--- src/rtl/rgba_hs_pkg.sv ---
// ============================================================================
// rgba_hs_pkg - shared types and constants for the half-scale box averager
// Line store geometry, register indexes, channel lane types, geometry struct.
// ============================================================================
package rgba_hs_pkg;

    // Largest supported input width in pixels
    localparam int MAX_WIDTH  = 4096;
    // One line store entry per horizontal pixel pair
    localparam int LINE_DEPTH = MAX_WIDTH / 2;
    localparam int LINE_AW    = $clog2(LINE_DEPTH);
    // Column counter width (holds 0 .. MAX_WIDTH-1)
    localparam int COL_W      = $clog2(MAX_WIDTH);

    // Register field widths
    localparam int FW_W       = 13;
    localparam int FH_W       = 16;
    localparam int ADDR_W     = 3;
    localparam int DATA_W     = 32;

    // Register reset values
    localparam logic [FW_W-1:0] WIDTH_RESET  = FW_W'(640);
    localparam logic [FH_W-1:0] HEIGHT_RESET = FH_W'(480);

    // Register indexes (paddr[2])
    localparam logic REG_WIDTH  = 1'b0;
    localparam logic REG_HEIGHT = 1'b1;

    localparam int NUM_CH = 4;
    localparam int CH_W   = 8;
    localparam int SUM_W  = CH_W + 1;

    typedef logic [NUM_CH-1:0][CH_W-1:0]  t_pix;
    typedef logic [NUM_CH-1:0][SUM_W-1:0] t_pair;

    // Frame geometry seen by the datapath
    typedef struct packed {
        logic [COL_W-1:0] last_col;       // last column of an input row
        logic [COL_W-1:0] used_last_col;  // last column that joins a block
        logic [FH_W-1:0]  last_row;       // last row of an input frame
        logic [FH_W-1:0]  used_last_row;  // last row that joins a block
        logic             restart;        // register write: restart frame
    } t_geom;

endpackage

--- src/rtl/rgba_hs_cfg.sv ---
// ============================================================================
// rgba_hs_cfg - APB register file for the half-scale box averager
// Holds frame width and height, derives the clamped frame geometry.
// ============================================================================
module rgba_hs_cfg (
    input  logic                       i_clk,
    input  logic                       i_rst_n,
    input  logic                       psel,
    input  logic                       penable,
    input  logic                       pwrite,
    input  logic [rgba_hs_pkg::ADDR_W-1:0] paddr,
    input  logic [rgba_hs_pkg::DATA_W-1:0] pwdata,
    output logic [rgba_hs_pkg::DATA_W-1:0] prdata,
    output logic                       pready,
    output rgba_hs_pkg::t_geom         o_geom
);

    logic [rgba_hs_pkg::FW_W-1:0] r_frame_width;
    logic [rgba_hs_pkg::FH_W-1:0] r_frame_height;
    logic                         wr_en;
    logic                         reg_idx;
    logic [rgba_hs_pkg::FW_W-1:0] eff_w;
    logic [rgba_hs_pkg::FW_W-1:0] used_w;
    logic [rgba_hs_pkg::FH_W-1:0] eff_h;
    logic [rgba_hs_pkg::FH_W-1:0] used_h;

    assign pready  = 1'b1;
    assign wr_en   = psel && penable && pwrite && pready;
    assign reg_idx = paddr[2];

    always_ff @(posedge i_clk) begin
        if (!i_rst_n) begin
            r_frame_width  <= rgba_hs_pkg::WIDTH_RESET;
            r_frame_height <= rgba_hs_pkg::HEIGHT_RESET;
        end else if (wr_en) begin
            unique case (reg_idx)
                rgba_hs_pkg::REG_WIDTH: begin
                    r_frame_width <= pwdata[rgba_hs_pkg::FW_W-1:0];
                end
                rgba_hs_pkg::REG_HEIGHT: begin
                    r_frame_height <= pwdata[rgba_hs_pkg::FH_W-1:0];
                end
                default: ;
            endcase
        end
    end

    always_comb begin
        unique case (reg_idx)
            rgba_hs_pkg::REG_WIDTH:  prdata = rgba_hs_pkg::DATA_W'(r_frame_width);
            rgba_hs_pkg::REG_HEIGHT: prdata = rgba_hs_pkg::DATA_W'(r_frame_height);
            default:                 prdata = '0;
        endcase
    end

    // Clamp width to [2, MAX_WIDTH], height to at least 2
    always_comb begin
        if (r_frame_width < rgba_hs_pkg::FW_W'(2)) begin
            eff_w = rgba_hs_pkg::FW_W'(2);
        end else if (r_frame_width > rgba_hs_pkg::FW_W'(rgba_hs_pkg::MAX_WIDTH)) begin
            eff_w = rgba_hs_pkg::FW_W'(rgba_hs_pkg::MAX_WIDTH);
        end else begin
            eff_w = r_frame_width;
        end
        if (r_frame_height < rgba_hs_pkg::FH_W'(2)) begin
            eff_h = rgba_hs_pkg::FH_W'(2);
        end else begin
            eff_h = r_frame_height;
        end
        used_w = {eff_w[rgba_hs_pkg::FW_W-1:1], 1'b0};
        used_h = {eff_h[rgba_hs_pkg::FH_W-1:1], 1'b0};
    end

    assign o_geom.last_col      = rgba_hs_pkg::COL_W'(eff_w - rgba_hs_pkg::FW_W'(1));
    assign o_geom.used_last_col = rgba_hs_pkg::COL_W'(used_w - rgba_hs_pkg::FW_W'(1));
    assign o_geom.last_row      = eff_h - rgba_hs_pkg::FH_W'(1);
    assign o_geom.used_last_row = used_h - rgba_hs_pkg::FH_W'(1);
    assign o_geom.restart       = wr_en;

endmodule

--- config.mk ---
export PLATFORM = sky130hd
export DESIGN_NAME = rgba_hs_cfg
export DESIGN_NICKNAME = d
export VERILOG_FILES = /design/src/rtl/rgba_hs_pkg.sv /design/src/rtl/rgba_hs_cfg.sv
export SDC_FILE = /design/constraint.sdc
export NUM_CORES = 1
export LEC_CHECK = 0
export BUFFER_PORTS_ARGS = -buffer_cell sky130_fd_sc_hd__buf_4
export CAP_MARGIN = 20
export CORE_UTILIZATION = 38
export CTS_CLUSTER_DIAMETER = 100
export DETAILED_ROUTE_END_ITERATION = 10
export GPL_TIMING_DRIVEN = 0
export PLACE_DENSITY = 0.76
export SLEW_MARGIN = 20
export SYNTH_ARGS = -nofsm -noshare
export SYNTH_HDL_FRONTEND = slang
export SYNTH_SLANG_ARGS = --single-unit
export TNS_END_PERCENT = 100
--- constraint.sdc ---
create_clock -name i_clk -period 3.1 [get_ports i_clk]
set_input_delay 0.31 -clock i_clk [delete_from_list [all_inputs] [get_ports i_clk]]
set_output_delay 0.31 -clock i_clk [all_outputs]
set_load 0.03 [all_outputs]
==> impl_metrics.py <==
metrics = {
    "placement": {
        "pre_cts_ws_ns": -0.168,
        "postPlaceCellArea_um2": 3710,
        "dpl.hpwl_um": 6220,
        "place_congestion": 0.901,
        "port_buffers": 91,
    },
    "worst_hold_path": {
        "hp-class": "primary input to flop",
        "hold_depth": 3,
    },
    "synth": {
        "ys_types": 55,
        "syn_area_um2": 2690,
        "synth_top_cells_by_count": "77 x nand2_1, 29 x dfxtp_1, 26 x nor2_1",
        "synth_fa_ha_area_frac": 0.0279,
        "synth_edf_count": 0,
        "synth_compound_area_frac": 0.176,
        "syn_avg_cell_area_um2": 7.19,
        "synth_seq_cells": 29,
        "synth_area_leaders": "dfxtp_1 22%, nand2_1 11%, a21boi_0 6.7%, buf_4 5.6%, xor2_1 5.5%",
        "synth-simple-area-share": 0.306,
        "synthArstFlopShare": 0,
        "ys_seq_area_frac": 0.216,
        "yosys.area.top_type": "dfxtp_1",
        "synth_cells": 374,
        "synth_xor_area_frac": 0.101,
        "yosysMostFrequentCell": "nand2_1",
        "synth_top_family_by_area": "simple AND/OR/NAND/NOR gates",
        "synth_mux_area_frac": 0.0456,
        "synth_ff_type": "dfxtp_1",
        "netlist.area_leader.share": 0.216,
        "yosysWarnings": 0,
    },
    "worst_setup_path": {
        "crit_fanout": 9,
        "critical_path_arrival_ns": 2.80,
        "critPathLaunchType": "flop",
        "reg2reg_depth": 4,
        "critPathKind": "flop to output pin",
        "rrSetupSlack_ns": 1.47,
        "worstSetupEndpointType": "output pin",
        "worstPathRequired_ns": 2.79,
    },
    "clock_tree": {
        "clk_latency_ns": 0.27,
        "cts_root_buf": "clkbuf_8",
        "cts_buffer_depth": 2,
        "clk_pin_slew_ns": 0.06,
        "clock-sinks": 29,
        "cts_buffers": 5,
        "htreeDepth": 2,
        "cts_tree": "done",
    },
    "timing": {
        "drv_slew": 0,
        "min_period_over_period": 1.00,
        "fin_skew_ns": 0,
        "worst_slew_pin_slew_ns": 0.696,
        "period_minus_slack_ns": 3.11,
        "rsz0062_at_grt": "yes",
        "finalSetupViolations": 1,
        "setup_slack_ns": -0.00632,
        "hold_viol_final": 0,
        "max_freq_mhz": 322,
        "slew_headroom": 0.536,
        "setup_tns_ns": -0.00632,
    },
    "route": {
        "wire_per_inst_um": 13.8,
        "ant_nets": 0,
        "vias_per_cell": 5.07,
        "first_iter_violations": 204,
        "drc": 0,
        "vias": 2988,
        "firstDrtPassIters": 5,
        "routed_wl_um": 8110,
    },
    "flow_run": {
        "drv_cap": 0,
    },
    "cells_and_area": {
        "fill_cells": 671,
        "fin_util": 0.584,
        "n_antenna_cell": 0,
        "final_design_area_no_fill_um2": 3990,
        "multi_input_area_um2": 2080,
        "layout.nets": 539,
        "syn_to_final_growth_pct": 48.2,
        "drive_gt1_frac": 0.396,
        "seq_area_um2": 602,
    },
    "global_route": {
        "grt.total_usage": 0.217,
        "overflow": 0,
        "grt_pass1_vias": 2586,
        "grt_pass1_wl_um": 12800,
        "grt_max_degree": 11,
        "antenna_found_initial": 0,
    },
    "die": {
        "start_util": 0.394,
        "ios": 130,
        "die_h_um": 86.1,
        "coreArea_um2": 6830,
        "die-area_um2": 7420,
        "core.rowCount": 30,
        "die_w_um": 86.1,
    },
    "power": {
        "cellLeakagePower_uw": 0.00173,
        "ir_worst_vdd_mv": 0.186,
        "power_density_nw_per_um2": 282,
    },
    "run_status": {
        "status": "finished with violations",
        "failed_checks": "negative setup slack",
    },
}
-- cells in the final DEF, fill, tap and decap left out, types with 6 or more instances in the layout --
| master | Yosys | final |
|---|---|---|
| inv_1 | 14 | 13 |
| nor2_1 | 26 | 24 |
| nor4_4 | 1 | 6 |
| nand2_1 | 77 | 77 |
| o21ai_0 | 9 | 6 |
| xor2_1 | 17 | 13 |
| nor3_1 | 10 | 7 |
| dfxtp_1 | 29 | 20 |
| nand3_1 | 12 | 11 |
| clkbuf_8 | 0 | 6 |
| conb_1 | 2 | 19 |
| clkbuf_1 | 21 | 13 |
| a21boi_0 | 24 | 24 |
| buf_6 | 2 | 6 |
| a21oi_1 | 7 | 7 |
| buf_4 | 20 | 120 |
| mux2_2 | 10 | 10 |
| xnor2_1 | 14 | 13 |
-- final cells by class --
type	instances	share of cell area
Multi-Input combinational cell	298	0.521
Inverter	14	0.0132
Clock buffer	7	0.0217
Buffer	41	0.0637
Sequential cell	29	0.151
Tap cell	96	0.0301
Timing Repair Buffer	104	0.200
-- metrics by stage --
stage,total power [µW],hold WS (ns),instances
after floorplan,676,0.434,391
after global placement,800,0.471,578
after detailed placement,804,0.475,578
after CTS,1120,0.265,586
after global routing,1170,0.268,589
final,1120,0.264,589
-- report_power, final --
| group | total (µW) | internal (µW) | switching (µW) |
|---|---|---|---|
| clock network | 311 | 176 | 135 |
| registers | 396 | 380 | 16.4 |
| logic | 415 | 167 | 248 |
| total | 1120 | 723 | 400 |
-- worst max-delay path, stage by stage (launching register included) --
cell     delay (ns)
dfxtp_4        0.40
nor4_4         0.38
a41oi_4        0.17
inv_2          0.11
ha_4           0.12
or3b_4         0.37
or3_4          0.42
nor3_4         0.23
xor2_2         0.17
buf_6          0.15
-- sequential cells by signal, summed over array words and instances (netlist names) --
register        flops
r_frame_width      13
r_frame_height     16
-- cell families (layout without fill, tap and decap cells) --
group	Yosys count	count (layout)
adders and majority gates	6	6
and+or+nand+nor	166	166
other	2	19
buffers and inverters	64	166
DFF	29	29
xor gates and xnor gates	31	31
muxes	11	11
AOI/OAI and AO/OA	65	65
-- path summary, 6_finish.rpt --
path	startpoint	to
setup / recovery	r_frame_height[6]	o_geom[25]
hold / removal	pwdata[6]	r_frame_height[6]
setup reg to reg	r_frame_width[12]	r_frame_width[12]
hold reg to reg	r_frame_height[0]	r_frame_height[0]
-- repair_timing --
action                     in CTS  in global routing
setup endpoints to repair      17                 13
hold buffers                    0                  0
pin swaps                       8                  3
hold endpoints to repair        0                  0
resized for setup              27                 17
setup buffers                   8                  5
-- routing by layer --
metal / global-route usage / share of wire / vias up
met5: 0 / 0 / -
met4: 0.0303 / 0.0080 / 0
met3: 0.0404 / 0.063 / 8
met2: 0.361 / 0.49 / 113
met1: 0.297 / 0.44 / 1399
li1: - / - / 1468
Power figures use the tool's default switching activity.
